--- src/rtl/csm_pkg.sv ---
package csm_pkg;

    localparam int CH_W    = 8;
    localparam int PIX_W   = 32;
    localparam int LANES   = 4;
    localparam int W_W     = 12;
    localparam int SUM_W   = 10;
    localparam int NUM_W   = 23;
    localparam int DEN_W   = 15;
    localparam int CNT_W   = 3;
    localparam int Q_STEPS = 8;

    localparam logic [CH_W-1:0] CH_FULL = 8'hFF;

    typedef logic [CH_W-1:0] chan_t;

    typedef struct packed {
        logic             start;
        logic [W_W-1:0]   weight;
        logic [DEN_W-1:0] den;
        logic [3:0]       has;    // up, down, left, right from bit 0
    } csm_lane_ctl_t;

endpackage

--- src/rtl/csm_merge.sv ---
module csm_merge import csm_pkg::*;
(
    input  logic                  clk,
    input  logic                  rst_n,
    input  logic                  load,
    input  logic [LANES*CH_W-1:0] lane_q,
    input  logic                  alpha_en,
    input  logic                  last,
    input  logic                  out_stall,
    output logic                  out_valid,
    output chan_t                 out_red,
    output chan_t                 out_green,
    output chan_t                 out_blue,
    output chan_t                 out_alpha,
    output logic                  frame_last
);

    logic  valid_reg, valid_next;
    chan_t red_reg, green_reg, blue_reg, alpha_reg;
    logic  last_reg;

    always_comb
    begin
        valid_next = valid_reg;
        if (load)
            valid_next = 1'b1;
        else if (valid_reg && !out_stall)
            valid_next = 1'b0;
    end

    always_ff @(posedge clk or negedge rst_n)
    begin
        if (!rst_n)
            valid_reg <= 1'b0;
        else
            valid_reg <= valid_next;
    end

    always_ff @(posedge clk)
    begin
        if (load)
        begin
            red_reg   <= lane_q[0*CH_W +: CH_W];
            green_reg <= lane_q[1*CH_W +: CH_W];
            blue_reg  <= lane_q[2*CH_W +: CH_W];
            alpha_reg <= alpha_en ? lane_q[3*CH_W +: CH_W] : CH_FULL;
            last_reg  <= last;
        end
    end

    assign out_valid  = valid_reg;
    assign out_red    = red_reg;
    assign out_green  = green_reg;
    assign out_blue   = blue_reg;
    assign out_alpha  = alpha_reg;
    assign frame_last = last_reg;

endmodule

--- config.mk ---
export PLATFORM = sky130hd
export DESIGN_NAME = csm_merge
export DESIGN_NICKNAME = d
export VERILOG_FILES = /design/src/rtl/csm_pkg.sv /design/src/rtl/csm_merge.sv
export SDC_FILE = /design/constraint.sdc
export NUM_CORES = 1
export LEC_CHECK = 0
export BUFFER_PORTS_ARGS = -buffer_cell sky130_fd_sc_hd__buf_4
export CORE_ASPECT_RATIO = 0.9
export CORE_MARGIN = 1
export CORE_UTILIZATION = 38
export DETAILED_ROUTE_END_ITERATION = 6
export GPL_TIMING_DRIVEN = 0
export PLACE_DENSITY = 0.74
export SYNTH_ARGS = -nofsm -noshare
export SYNTH_HDL_FRONTEND = slang
export SYNTH_SLANG_ARGS = --single-unit
--- constraint.sdc ---
create_clock -name clk -period 0.8 [get_ports clk]
set_input_delay 0.08 -clock clk [delete_from_list [all_inputs] [get_ports clk]]
set_output_delay 0.08 -clock clk [all_outputs]
set_load 0.02 [all_outputs]
==> out/qor.txt, run 1 <==
reg2reg start: out_valid
Arr. time, crit path: 0.93 ns
DP Worst Slack: -0.01023 ns
max-cap viol count: 0
core area: 0.002552 mm²
aggregate global-route resource usage: 24.86%
crit path max fanout: 1
r2r setup slk: 0.02 ns
final setup margin: -0.2106 ns
via count: 850
PnR Total Power: 3857 µW
sequential share of the synthesized area: 94.64%
Die W: 58.03 µm
hold-critical path endpoint: out_alpha[7]
status: finished, violations left
initial antenna violation count: 0
CTS buffer count: 5
peak supply drop: 1.253 mV
Leak: 0.0009162 µW
first-pass GRT wire length: 4995 µm
CTS max path bufs: 2
Warnings, synthesis: 0
GRT met1 Usage: 29.73%
met2 Track Usage GR: 40.23%
Hold Path Depth: 2
failing checks: design-rule violations, negative setup slack
kind of critical path: flip-flop to output pin
Post-Syn Nets: 81
CTS H-tree depth: 2
sequence of cells on the critical path: buf_6
WP buf/inv: 1
total gr overflow: 0
min Tclk post-route: 1.011 ns
Row Count: 17
net count reported at finish: 194
Synth cell types: 4
placed inst area: 0.001642 mm²
unrepaired setup endpoints after global routing: true
FF+latch count, synth: 34
RD Place Congestion: 0.6536
critical path data required time: 0.72 ns
total die area: 0.003042 mm²
R2R depth: 2
Slowest Stage Delay on Critical Path: 0.44 ns
DIE HEIGHT: 52.43 µm
fin. max-slew vios: 0
Detailed Route Iter0 Violations: 42
Post-DRT Antenna Nets: 0
HP Class: input pin to flip-flop
num ports: 72
Layout Cells excl Fill: 185
synthesized area: 0.001074 mm²
min-delay src: lane_q[31]
Clock Latency Late Sink: 0.32 ns
final setup violation count: 34
met3 Usage GRT: 8.148%
filler cell count: 113
PortBufs: 71
worst reg2reg endpoint: out_valid
Final Util: 84.85%
Crit. End Element: output pin
drt drc: 9
total wire length: 3322 µm
cells after synthesis: 43
cell class contributing the biggest share of worst-path delay: flip-flops
Hold Vio Cnt, Final: 0
clock sinks: 34
relative slew slack: 71.76%
Pre-antenna DRT Iters: 5
vias per inst: 4.595
CTS tree: done
area delta synth->final: 101.7%
Placed Instances: 142
cell area after layout: 0.002166 mm²
Root Driver: clkbuf_4
Syn Area/Cell: 24.97 µm²
proportion of layout cells with a drive suffix above 1: 49.04%
Clock Skew: 0 ns
PD cells: 1781 mW/mm²
Initial Util: 42.06%
slew of the pin with the lowest slew margin: 0.4236 ns
Slowest cell on crit path: edfxtp_1
vias in the first global route: 907
Final period util: 126.3%
CTS clk-pin slew, worst paths: 0.11 ns
Ant. Diodes: 0
startpoint type of the worst setup path: flip-flop
GRT busiest layer: met2
Peak Freq: 0.9895 GHz
DR WL/cell: 17.96 µm
largest net degree at the start of global routing: 35
-- sequential cells by signal, summed over array words and instances, names as in the netlist --
signal and flops:
out_alpha 8, out_blue 8, out_green 8, out_red 8, frame_last 1, out_valid 1
-- cell usage after synthesis --
cell type | number | area [µm²]
edfxtp_1 | 33 | 991.0
a21o_1 | 1 | 7.510
nand2b_1 | 8 | 50.05
dfrtp_1 | 1 | 25.02
-- layout by cell type, fill, tap and decap left out --
master	synthesis	routed
a21o_1	1	1
buf_4	0	38
buf_6	0	34
clkbuf_4	0	5
clkinv_1	0	3
dfrtp_1	1	1
dlygate4sd3_1	0	34
edfxtp_1	33	33
nand2b_1	8	8
-- worst max path at each step --
stage | start | to | slack [ns] | cells past startpoint
after floorplan | out_valid | out_valid | 0.08 | 1
after global placement | load | out_alpha[7] | 0.01 | 1
after detailed placement | load | out_alpha[0] | -0.01 | 1
after CTS | out_blue[4] | out_blue[4] | -0.19 | 1
after global routing | out_green[6] | out_green[6] | -0.26 | 1
final | out_green[6] | out_green[6] | -0.21 | 1
-- routing by layer --
metal	share of wire [%]	vias up
li1	-	390
met1	40	401
met2	51	52
met3	7.4	7
met4	2.0	0
met5	0	-
-- layout make-up --
| class | instances | area (µm²) | share of cell area (%) |
|---|---|---|---|
| well taps | 28 | 35.03 | 1.618 |
| multi-input cells | 9 | 57.56 | 2.657 |
| clock buffers | 5 | 37.54 | 1.733 |
| clock inverters | 3 | 11.26 | 0.5199 |
| repair buffers | 106 | 1008 | 46.56 |
| flip-flops and latches | 34 | 1016 | 46.91 |
-- cell families after synthesis --
logic type | share of synthesized area, %
and+or+nand+nor | 4.662
AOI/OAI and AO/OA | 0.6996
DFF | 94.64
-- per-stage QoR --
step / setup TNS [ns] / hold WS [ns]
final: -5.548 / 0.01995
after global routing: -7.304 / 0.005964
after CTS: -5.534 / 0.003361
after detailed placement: -0.2999 / -0.1422
after global placement: 0 / -0.1449
after floorplan: 0 / -0.2156
-- power by group --
group	switching [µW]	total, µW	leakage, µW	internal, µW
registers	79.6	2190	0.000335	2110
clock network	535	848	0.0000277	313
logic	339	818	0.000554	478
total	954	3860	0.000916	2900
-- what timing repair did --
| item | in CTS | in global routing |
|---|---|---|
| buffers inserted | 0 | 1 |
| endpoints found under the setup margin | 34 | 34 |
| hold buffers | 34 | 0 |
| endpoints found under the hold margin | 34 | 0 |
| gates resized for setup | 31 | 3 |
No activity file was read; power rests on OpenSTA's default activity.
==> run 2, diff against run 1 <==
- CORE_UTILIZATION: 38 -> 40
- PLACE_DENSITY: 0.74 -> 0.77
==> run 2 against run 1 <==
The flow finishes with violations (negative setup slack). Sequential cell count stayed put. Largest cell class unchanged. Maximum frequency is 3.3% higher. Clock skew stayed put. Non-clock buffer count is 1 lower. Die area is 4.8% lower. Critical path type unchanged. Final cell count is 0.54% lower. Hold slack better by 0.0030 ns. Largest power group unchanged. Combinational power is 1% lower. Total power is 0.27% lower.
==> out/qor.txt, run 2 (synthesis gave the netlist of run 1 again) <==
status: finished, violations left (unchanged)
failing checks: negative setup slack (was design-rule violations, negative setup slack)
first-pass GRT wire length: 4747 µm (was 4995 µm)
critical path data required time: 0.72 ns (about the same)
TNS Setup: -5.105 ns (was -5.548 ns)
Peak Freq: 1.022 GHz (was 0.9895 GHz)
met3 Usage GRT: 10.89% (was 8.148%)
reg2reg start: out_valid (unchanged)
r2r setup slk: 0.01 ns (was 0.02 ns)
PnR Total Power: 3846 µW (was 3857 µW)
proportion of layout cells with a drive suffix above 1: 49.36% (was 49.04%)
clock sinks: 34 (unchanged)
Slowest cell on crit path: edfxtp_1 (unchanged)
DR WL/cell: 16.58 µm (was 17.96 µm)
vias in the first global route: 949 (was 907)
largest net degree at the start of global routing: 35 (unchanged)
area delta synth->final: 101.6% (was 101.7%)
WP buf/inv: 1 (unchanged)
Slowest Stage Delay on Critical Path: 0.42 ns (was 0.44 ns)
CP startpoint: out_alpha[2] (was out_green[6])
CP Capture Point: out_alpha[2] (was out_green[6])
Pre-antenna DRT Iters: 4 (was 5)
vias per inst: 4.565 (was 4.595)
unrepaired setup endpoints after global routing: true (unchanged)
CTS max path bufs: 2 (unchanged)
Final period util: 122.3% (was 126.3%)
aggregate global-route resource usage: 23.79% (was 24.86%)
PortBufs: 71 (unchanged)
core area: 0.002489 mm² (was 0.002552 mm²)
worst reg2reg endpoint: out_valid (unchanged)
HP Class: input pin to flip-flop (unchanged)
Hold Vio Cnt, Final: 0 (unchanged)
Crit. path cell count: 1 (unchanged)
via count: 840 (was 850)
most common cell after layout, fill and taps aside: buf_4 (unchanged)
max-cap viol count: 0 (unchanged)
total die area: 0.002895 mm² (was 0.003042 mm²)
Post-DRT Antenna Nets: 0 (unchanged)
startpoint type of the worst setup path: flip-flop (unchanged)
Die W: 56.61 µm (was 58.03 µm)
Clock Skew: 0 ns (unchanged)
Post-DP HPWL: 1418 µm
drt drc: 0 (was 9)
final setup margin: -0.1782 ns (was -0.2106 ns)
Initial Util: 43.14% (was 42.06%)
total gr overflow: 0 (unchanged)
fin. max-slew vios: 0 (unchanged)
Row Count: 17 (unchanged)
PD cells: 1777 mW/mm² (was 1781 mW/mm²)
sequence of cells on the critical path: buf_6 (unchanged)
kind of critical path: flip-flop to output pin (unchanged)
Arr. time, crit path: 0.90 ns (was 0.93 ns)
DIE HEIGHT: 51.15 µm (was 52.43 µm)
Crit. End Element: output pin (unchanged)
Root Driver: clkbuf_4 (unchanged)
relative slew slack: 71.46% (was 71.76%)
cell class contributing the biggest share of worst-path delay: flip-flops (unchanged)
GRT busiest layer: met2 (unchanged)
Ant. Diodes: 0 (unchanged)
initial antenna violation count: 0 (unchanged)
slew of the pin with the lowest slew margin: 0.4282 ns (was 0.4236 ns)
min Tclk post-route: 0.9782 ns (was 1.011 ns)
net count reported at finish: 193 (was 194)
CTS buffer count: 5 (unchanged)
crit path max fanout: 1 (unchanged)
CTS clk-pin slew, worst paths: 0.10 ns (was 0.11 ns)
met2 Track Usage GR: 42.35% (was 40.23%)
CTS H-tree depth: 2 (unchanged)
final setup violation count: 35 (was 34)
filler cell count: 116 (was 113)
GRT met1 Usage: 24.74% (was 29.73%)
total wire length: 3050 µm (was 3322 µm)
R2R depth: 2 (unchanged)
commonest cells after routing, fill and taps aside: 37 x buf_4, 35 x buf_6, 33 x edfxtp_1 (was 38 x buf_4, 34 x dlygate4sd3_1, 34 x buf_6)
Detailed Route Iter0 Violations: 6 (was 42)
Clock Latency Late Sink: 0.32 ns (about the same)
CTS tree: done (unchanged)
peak supply drop: 1.660 mV (was 1.253 mV)
Leak: 0.0009312 µW (was 0.0009162 µW)
num ports: 72 (unchanged)
RD Place Congestion: 0.6615 (was 0.6536)
-- run 2: cell types whose count changed in the layout (fill, tap and decap cells not counted), sizes merged --
| cell | before | now |
|---|---|---|
| dlygate4sd3 | 34 | 31 |
| dlymetal6s4s | 0 | 2 |
-- run 2: area by class of cell --
class | instances | area, µm² | share of cell area [%]
Clock inverter | 3 | 11.26 | 0.5202
Tap cell | 28 | 35.03 | 1.618
Clock buffer | 5 | 37.54 | 1.734
Sequential cell | 34 | 1016 | 46.94
Multi-Input combinational cell | 9 | 57.56 | 2.659
Timing Repair Buffer | 105 | 1007 | 46.53
-- run 2: where the power goes --
part	total, µW	internal, µW	switching, µW
clock network	856	313	543
logic	810	478	332
registers	2180	2110	69.8
total	3850	2900	944
-- run 2: repair_timing --
action	in CTS	in global routing
pin swaps	0	0
endpoints found under the setup margin	34	37
setup buffers	1	0
hold buffers	33	0
resized for setup	32	5
endpoints found under the hold margin	33	0
-- run 2: worst min-delay path by stage --
stage,depth (start not counted),from,endpoint,slack (ns)
after floorplan,0,rst_n,out_valid,-0.22
after global placement,1,rst_n,out_valid,-0.14
after detailed placement,1,rst_n,out_valid,-0.14
after CTS,2,lane_q[28],out_alpha[4],0.003
after global routing,2,lane_q[28],out_alpha[4],0.01
final,2,lane_q[28],out_alpha[4],0.02
-- run 2: metal layers --
metal / part of all wire, % / vias up / wire length, µm
met5: 0 / - / 0
met4: 0.79 / 0 / 24
met1: 33 / 402 / 1015
met3: 11 / 4 / 323
met2: 55 / 48 / 1687
li1: - / 386 / -
-- run 2: per-stage QoR --
step	std cells	hold WS, ns	util [%]	instance area, µm²	setup slack, ns
2_1_floorplan	43	-0.2156	-	1074	0.07981
3_3_place_gp	142	-0.1443	65.96	1642	0.01584
3_5_place_dp	142	-0.1441	65.96	1642	-0.009011
4_1_cts	184	0.003199	86.32	2148	-0.1859
5_1_grt	184	0.01411	86.98	2165	-0.2266
6_report	184	0.02293	86.98	2165	-0.1782
