`src/rtl/csm_pkg.sv`:
```
package csm_pkg;

    localparam int CH_W    = 8;
    localparam int PIX_W   = 32;
    localparam int LANES   = 4;
    localparam int W_W     = 12;
    localparam int SUM_W   = 10;
    localparam int NUM_W   = 23;
    localparam int DEN_W   = 15;
    localparam int CNT_W   = 3;
    localparam int Q_STEPS = 8;

    localparam logic [CH_W-1:0] CH_FULL = 8'hFF;

    typedef logic [CH_W-1:0] chan_t;

    typedef struct packed {
        logic             start;
        logic [W_W-1:0]   weight;
        logic [DEN_W-1:0] den;
        logic [3:0]       has;    // up, down, left, right from bit 0
    } csm_lane_ctl_t;

endpackage

```
`src/rtl/csm_lane.sv`:
```
module csm_lane import csm_pkg::*;
(
    input  logic          clk,
    input  logic          rst_n,
    input  csm_lane_ctl_t ctl,
    input  chan_t         centre,
    input  chan_t         up,
    input  chan_t         down,
    input  chan_t         left_px,
    input  chan_t         right_px,
    output logic          done,
    output chan_t         quot
);

    logic [SUM_W-1:0] sum;
    logic [NUM_W-1:0] num;
    logic [NUM_W-1:0] trial;
    logic             fits;

    logic [NUM_W-1:0] rem_reg, rem_next;
    logic [DEN_W-1:0] den_reg;
    logic [CNT_W-1:0] cnt_reg;
    chan_t            quot_reg, quot_next;
    logic             busy_reg, busy_next;
    logic             done_reg, done_next;

    always_comb
    begin
        sum = (ctl.has[0] ? {2'b00, up} : '0) + (ctl.has[1] ? {2'b00, down} : '0)
            + (ctl.has[2] ? {2'b00, left_px} : '0) + (ctl.has[3] ? {2'b00, right_px} : '0);
        num = {7'd0, centre, 8'd0} + NUM_W'(ctl.weight * sum);
        trial = {{(NUM_W-DEN_W){1'b0}}, den_reg} << cnt_reg;
        fits = rem_reg >= trial;
        rem_next = fits ? rem_reg - trial : rem_reg;
        quot_next = quot_reg;
        quot_next[cnt_reg] = fits;
    end

    // restoring division, one quotient bit a cycle, MSB first
    always_comb
    begin
        busy_next = busy_reg;
        done_next = 1'b0;
        if (ctl.start)
            busy_next = 1'b1;
        else if (busy_reg && cnt_reg == '0)
        begin
            busy_next = 1'b0;
            done_next = 1'b1;
        end
    end

    always_ff @(posedge clk or negedge rst_n)
    begin
        if (!rst_n)
        begin
            busy_reg <= 1'b0;
            done_reg <= 1'b0;
        end
        else
        begin
            busy_reg <= busy_next;
            done_reg <= done_next;
        end
    end

    always_ff @(posedge clk)
    begin
        if (ctl.start)
        begin
            rem_reg  <= num;
            den_reg  <= ctl.den;
            cnt_reg  <= CNT_W'(Q_STEPS - 1);
            quot_reg <= '0;
        end
        else if (busy_reg)
        begin
            rem_reg  <= rem_next;
            quot_reg <= quot_next;
            cnt_reg  <= cnt_reg - 1'b1;
        end
    end

    assign done = done_reg;
    assign quot = quot_reg;

endmodule

```
`config.mk`:
```
export PLATFORM = sky130hd
export DESIGN_NAME = csm_lane
export DESIGN_NICKNAME = d
export VERILOG_FILES = /design/src/rtl/csm_pkg.sv /design/src/rtl/csm_lane.sv
export SDC_FILE = /design/constraint.sdc
export NUM_CORES = 1
export LEC_CHECK = 0
export BUFFER_PORTS_ARGS = -buffer_cell sky130_fd_sc_hd__clkbuf_2
export CORE_ASPECT_RATIO = 0.6
export CORE_UTILIZATION = 47
export DETAILED_ROUTE_END_ITERATION = 12
export PLACE_DENSITY = 0.66
export SLEW_MARGIN = 20
export SYNTH_ARGS = -nofsm -noshare
export SYNTH_HDL_FRONTEND = slang
export SYNTH_SLANG_ARGS = --single-unit
```
`constraint.sdc`:
```
create_clock -name clk -period 6.6 [get_ports clk]
set_input_delay 0.33 -clock clk [delete_from_list [all_inputs] [get_ports clk]]
set_output_delay 0.33 -clock clk [all_outputs]
set_load 0.05 [all_outputs]
```
==> results.json, run 1 <==
{
  "outcome": "complete, but fails checks",
  "violations": "negative setup slack",
  "finalNetCount": 1457,
  "vias": 7518,
  "max-slew-margin-rel_pct": 31.6,
  "layout_common_cells": "inv_1 (142), nand2_1 (100), fa_1 (98)",
  "netlist_instances": 1030,
  "final.period_utilization_pct": 110,
  "grt_max_degree": 72,
  "groute.usage.overall_pct": 23.6,
  "largest_register_ffs": 23,
  "fin_tns_setup_ns": -6.80,
  "yosys_warnings": 0,
  "final_antenna_net_count": 0,
  "worstPathArrival_ns": 7.33,
  "filler_cell_count": 1562,
  "grt_setup_unrepaired": "true",
  "crit_type": "primary input to flip-flop",
  "dpl.hpwl_mm": 17.8,
  "synth-edff-count": 38,
  "clk_latency_ns": 0.30,
  "routed_wl_mm": 22.2,
  "die_w_microns": 180,
  "cpMaxStageDelayCell": "fa_2",
  "syn_area_sq_mm": 0.00897,
  "synth_seq_area_share_pct": 15.7,
  "holdWs_ns": 0.199,
  "crit_family": "adder cells",
  "place.gp.congestion": 0.982,
  "synth-seq-cells": 51,
  "yosys.area.top_type_share_pct": 23.4,
  "grt_pass1_wl_mm": 36.9,
  "drive_above_1_share_pct": 28.8,
  "critPathMaxFanout": 5,
  "setup_violations": 14,
  "overflow": 0,
  "worst-path-buf-inv": 8,
  "drcViolationCount": 0,
  "die_h_microns": 109,
  "firstDrtPassIters": 5,
  "hold_path.class": "primary input to flip-flop",
  "yosysUniqueCellTypes": 63,
  "clkTransAtPathRegs_ns": 0.08,
  "synth_area_per_cell_sq_um": 8.71,
  "start_kind": "primary input",
  "synth_top_area_cell": "fa_1",
  "clkSinkCount": 51,
  "via_per_inst": 5.29,
  "hold_violations": 0,
  "required_ns": 6.64,
  "antenna_found_initial": 0,
  "area_delta_synth_final_pct": 25.6,
  "port_buffers": 82,
  "cpPeakStageDelay_ns": 0.58,
  "cp-end-kind": "flip-flop",
  "core_sq_mm": 0.0184,
  "instances_no_fill": 1422,
  "mostFrequentLayoutCell": "inv_1",
  "fmax_ghz": 0.137,
  "skew_ns": 0.00478,
  "cts_root_buf": "clkbuf_16",
  "floorplan.initialDensity_pct": 48.9,
  "placed_cells": 1391,
  "die-area_sq_mm": 0.0197,
  "grt_pass1_vias": 7439,
  "num_rows": 38,
  "synth_area_leaders": "fa_1 (23%), ha_1 (14%), edfxtp_1 (13%)",
  "first_iter_violations": 523,
  "synth-async-reset-ratio_pct": 3.92,
  "pre_cts_ws_ns": -1.37,
  "synthesis.nets": 1306,
  "seq_area_sq_mm": 0.00141,
  "cts.path.max_buffers": 2,
  "period_minus_slack_ns": 7.29,
  "cts_buffers": 5,
  "critPathMostFrequentCell": "fa_1",
  "fin_ws_ns": -0.687,
  "diodes": 0,
  "cts_tree": "yes",
  "synth_top_flop_cell": "edfxtp_1",
  "routedWlPerCell_microns": 15.6,
  "multi_input_area_sq_mm": 0.00741,
  "htreeDepth": 2,
  "io_pins": 83,
  "finalMaxSlewViolations": 0,
  "tightest_slew_ns": 1.03,
  "drv_cap": 0
}
## metal layers
layer  GRT usage [%]  vias up  wire length (microns)
met4            2.75        0                     96
met1            38.1     3619                  11800
met3            3.14       10                   1280
met2            33.6      187                   8970
li1                -     3702                      -
met5               0        -                      0
## final cells by class
| cell class | instances | area share [%] |
|---|---|---|
| Clock buffer | 5 | 1.11 |
| Clock inverter | 3 | 0.233 |
| Inverter | 163 | 5.45 |
| Multi-Input combinational cell | 764 | 65.8 |
| Sequential cell | 51 | 12.5 |
| Tap cell | 240 | 2.67 |
| Timing Repair Buffer | 196 | 12.2 |
## per-stage QoR
step	instance area [sq um]	util (%)
detailed placement	10300	56.3
global route	11300	61.4
global placement	10300	56.3
floorplan	9160	-
finish	11300	61.4
CTS	11000	60.0
## Yosys cell counts, types with 2 or more instances
| cell type | n |
|---|---|
| xor2_1 | 13 |
| a31o_2 | 3 |
| o21ai_0 | 46 |
| nor3_1 | 7 |
| o22ai_1 | 2 |
| or4_1 | 2 |
| mux2i_1 | 21 |
| clkbuf_1 | 42 |
| a221oi_1 | 3 |
| nand4_1 | 8 |
| or3_1 | 3 |
| a41oi_1 | 2 |
| buf_2 | 4 |
| a21o_1 | 20 |
| edfxtp_1 | 38 |
| nor4b_1 | 2 |
| nor2_1 | 41 |
| o21a_1 | 7 |
| nand2b_1 | 20 |
| a31oi_1 | 6 |
| a311oi_1 | 6 |
| inv_1 | 163 |
| buf_1 | 5 |
| fa_1 | 105 |
| xnor2_1 | 26 |
| o31ai_1 | 3 |
| nor2b_1 | 9 |
| a21oi_1 | 54 |
| nand2_1 | 110 |
| o211ai_1 | 3 |
| nand3_1 | 14 |
| o21bai_1 | 8 |
| and3_1 | 5 |
| mux4_2 | 2 |
| and2_1 | 75 |
| dfrtp_1 | 2 |
| a211oi_1 | 9 |
| o221ai_1 | 2 |
| and4_2 | 2 |
| a22oi_1 | 2 |
| ha_1 | 97 |
| dfxtp_1 | 11 |
| mux2_2 | 6 |
| nor4_1 | 2 |
## cell families after synthesis
logic type               after synthesis  share of synthesized area, %
AND/OR/NAND/NOR                      304                          17.0
buffers and inverters                215                          9.14
adder cells (fa/ha/maj)              202                          37.0
AO/OA/AOI/OAI                        190                          13.7
flip-flops                            51                          15.7
XOR/XNOR                              39                          3.81
multiplexers                          29                          3.60
## worst paths after layout
| check | from | end | slack (ns) | cells past startpoint |
|---|---|---|---|---|
| setup reg to reg | cnt_reg[1] | rem_reg[18] | 1.91 | 12 |
| max in group asynchronous | rst_n | busy_reg | 6.17 | 2 |
| hold reg to reg | quot[7] | quot[7] | 0.50 | 2 |
| hold / removal | ctl[4] | den_reg[0] | 0.20 | 1 |
| min in group asynchronous | rst_n | done | 0.34 | 2 |
| setup / recovery | ctl[0] | rem_reg[13] | -0.69 | 31 |
## timing repair
| action | 4_1_cts | 5_1_grt |
|---|---|---|
| gates resized for setup | 97 | 58 |
| hold buffers | 1 | 0 |
| hold endpoints to repair | 2 | 0 |
| buffers inserted | 14 | 10 |
| pin swaps | 72 | 61 |
| setup endpoints to repair | 15 | 17 |
Power of run 1 is left out: the tool's default activity adds up to more than one toggle a clock period on the data nets, which glitch-free logic cannot reach.
==> inputs of run 2 (changes only) <==
- PLACE_DENSITY: 0.66 -> unset
- PLACE_DENSITY_LB_ADDON: unset -> 0.25
==> run 2 against run 1 <==
Effect of this change: the run still ends with negative setup slack left; design area shrank 0.59%; die area is the same; routed wire length shrank 1.6%; highest routed layer unchanged.
==> results.json, run 2 (synthesized netlist as in run 1, its figures left out) <==
{
  "outcome": "complete, but fails checks",
  "violations": "negative setup slack",
  "die-area_sq_mm": 0.0197,
  "hold_path.class": "primary input to flip-flop",
  "place.gp.congestion": 0.938,
  "floorplan.initialDensity_pct": 48.9,
  "first_iter_violations": 526,
  "holdWs_ns": 0.197,
  "grt_setup_unrepaired": "true",
  "clk_latency_ns": 0.31,
  "fmax_ghz": 0.137,
  "cpMaxStageDelayCell": "fa_1",
  "port_buffers": 82,
  "via_per_inst": 5.31,
  "start_kind": "primary input",
  "diodes": 0,
  "grt_pass1_wl_mm": 37.1,
  "drive_above_1_share_pct": 27.3,
  "core_sq_mm": 0.0184,
  "layout_common_cells": "inv_1 (148), nand2_1 (102), fa_1 (101)",
  "vias": 7553,
  "cp-end-kind": "flip-flop",
  "hold_violations": 0,
  "grt_pass1_vias": 7396,
  "worstPathArrival_ns": 7.32,
  "drcViolationCount": 0,
  "period_minus_slack_ns": 7.29,
  "critPathMaxFanout": 5,
  "cts_root_buf": "clkbuf_16",
  "die_w_microns": 180,
  "routed_wl_mm": 21.8,
  "cts_buffers": 5,
  "cts_tree": "yes",
  "clkSinkCount": 51,
  "r2r_cells": 13,
  "htreeDepth": 2,
  "tightest_slew_ns": 0.925,
  "overflow": 0,
  "hold_depth": 1,
  "largest_register_ffs": 23,
  "crit_type": "primary input to flip-flop",
  "dpl.hpwl_mm": 17.6,
  "final_antenna_net_count": 0,
  "filler_cell_count": 1594,
  "antenna_found_initial": 0,
  "fin_ws_ns": -0.690,
  "max-slew-margin-rel_pct": 38.2,
  "final.period_utilization_pct": 110,
  "mostFrequentLayoutCell": "inv_1",
  "io_pins": 83,
  "area_delta_synth_final_pct": 24.9,
  "critPathMostFrequentCell": "fa_1",
  "routedWlPerCell_microns": 15.3,
  "die_h_microns": 109,
  "cts.path.max_buffers": 2,
  "grt_max_degree": 72,
  "clkTransAtPathRegs_ns": 0.07,
  "num_rows": 38,
  "skew_ns": 0.00769,
  "cpPeakStageDelay_ns": 0.52,
  "groute.usage.overall_pct": 23.8,
  "finalNetCount": 1457,
  "r2r_start": "cnt_reg[0]",
  "min_from": "ctl[13]",
  "drv_cap": 0,
  "setup_violations": 14,
  "cp-startpoint": "ctl[2]",
  "firstDrtPassIters": 5,
  "finalMaxSlewViolations": 0,
  "required_ns": 6.63
}
==> run 2: worst paths after layout <==
| check | endpoint | slack [ns] |
|---|---|---|
| setup / recovery | rem_reg[22] | -0.69 |
| hold / removal | den_reg[9] | 0.20 |
| setup reg to reg | rem_reg[22] | 2.02 |
| hold reg to reg | quot[6] | 0.50 |
| max in group asynchronous | done | 6.15 |
| min in group asynchronous | busy_reg | 0.35 |
==> run 2: timing repair <==
item,CTS,global route
gates resized for setup,87,42
pin swaps,50,37
endpoints found under the setup margin,15,16
setup buffers,13,7
hold endpoints to repair,2,0
hold buffers,1,0
==> run 2: worst max-delay path, delay by kind of cell <==
family / cells / cell delay (ns)
adders and majority gates: 9 / 4.02
xor gates and xnor gates: 2 / 0.31
muxes: 1 / 0.09
AOI/OAI and AO/OA: 7 / 1.31
and+or+nand+nor: 4 / 0.56
buffers and inverters: 9 / 0.69
==> run 2: final cells by class <==
class | count | area [sq um] | area share, %
inverters | 163 | 614 | 5.49
repair buffers | 196 | 1350 | 12.0
clock inverters | 1 | 6.26 | 0.0559
flip-flops and latches | 51 | 1410 | 12.6
multi-input cells | 764 | 7360 | 65.8
well taps | 240 | 300 | 2.68
clock buffers | 7 | 154 | 1.37
==> run 2: metal layers <==
layer	track usage [%]	wire, microns
met1	37.5	11400
met2	34.2	8590
met3	4.18	1640
met4	3.05	139
met5	0	0
==> run 2: metrics by stage <==
step | TNS (ns) | setup WS, ns | util [%] | cells | area (sq um)
after floorplan | -7.06 | -0.824 | - | 1030 | 9160
after global placement | -16.51 | -1.31 | 56.4 | 1394 | 10400
after detailed placement | -17.09 | -1.36 | 56.4 | 1394 | 10400
after CTS | -5.84 | -0.595 | 59.9 | 1416 | 11000
after global routing | -11.61 | -0.967 | 61.0 | 1422 | 11200
final | -7.45 | -0.690 | 61.0 | 1422 | 11200
Power of run 2 is left out for the same reason.
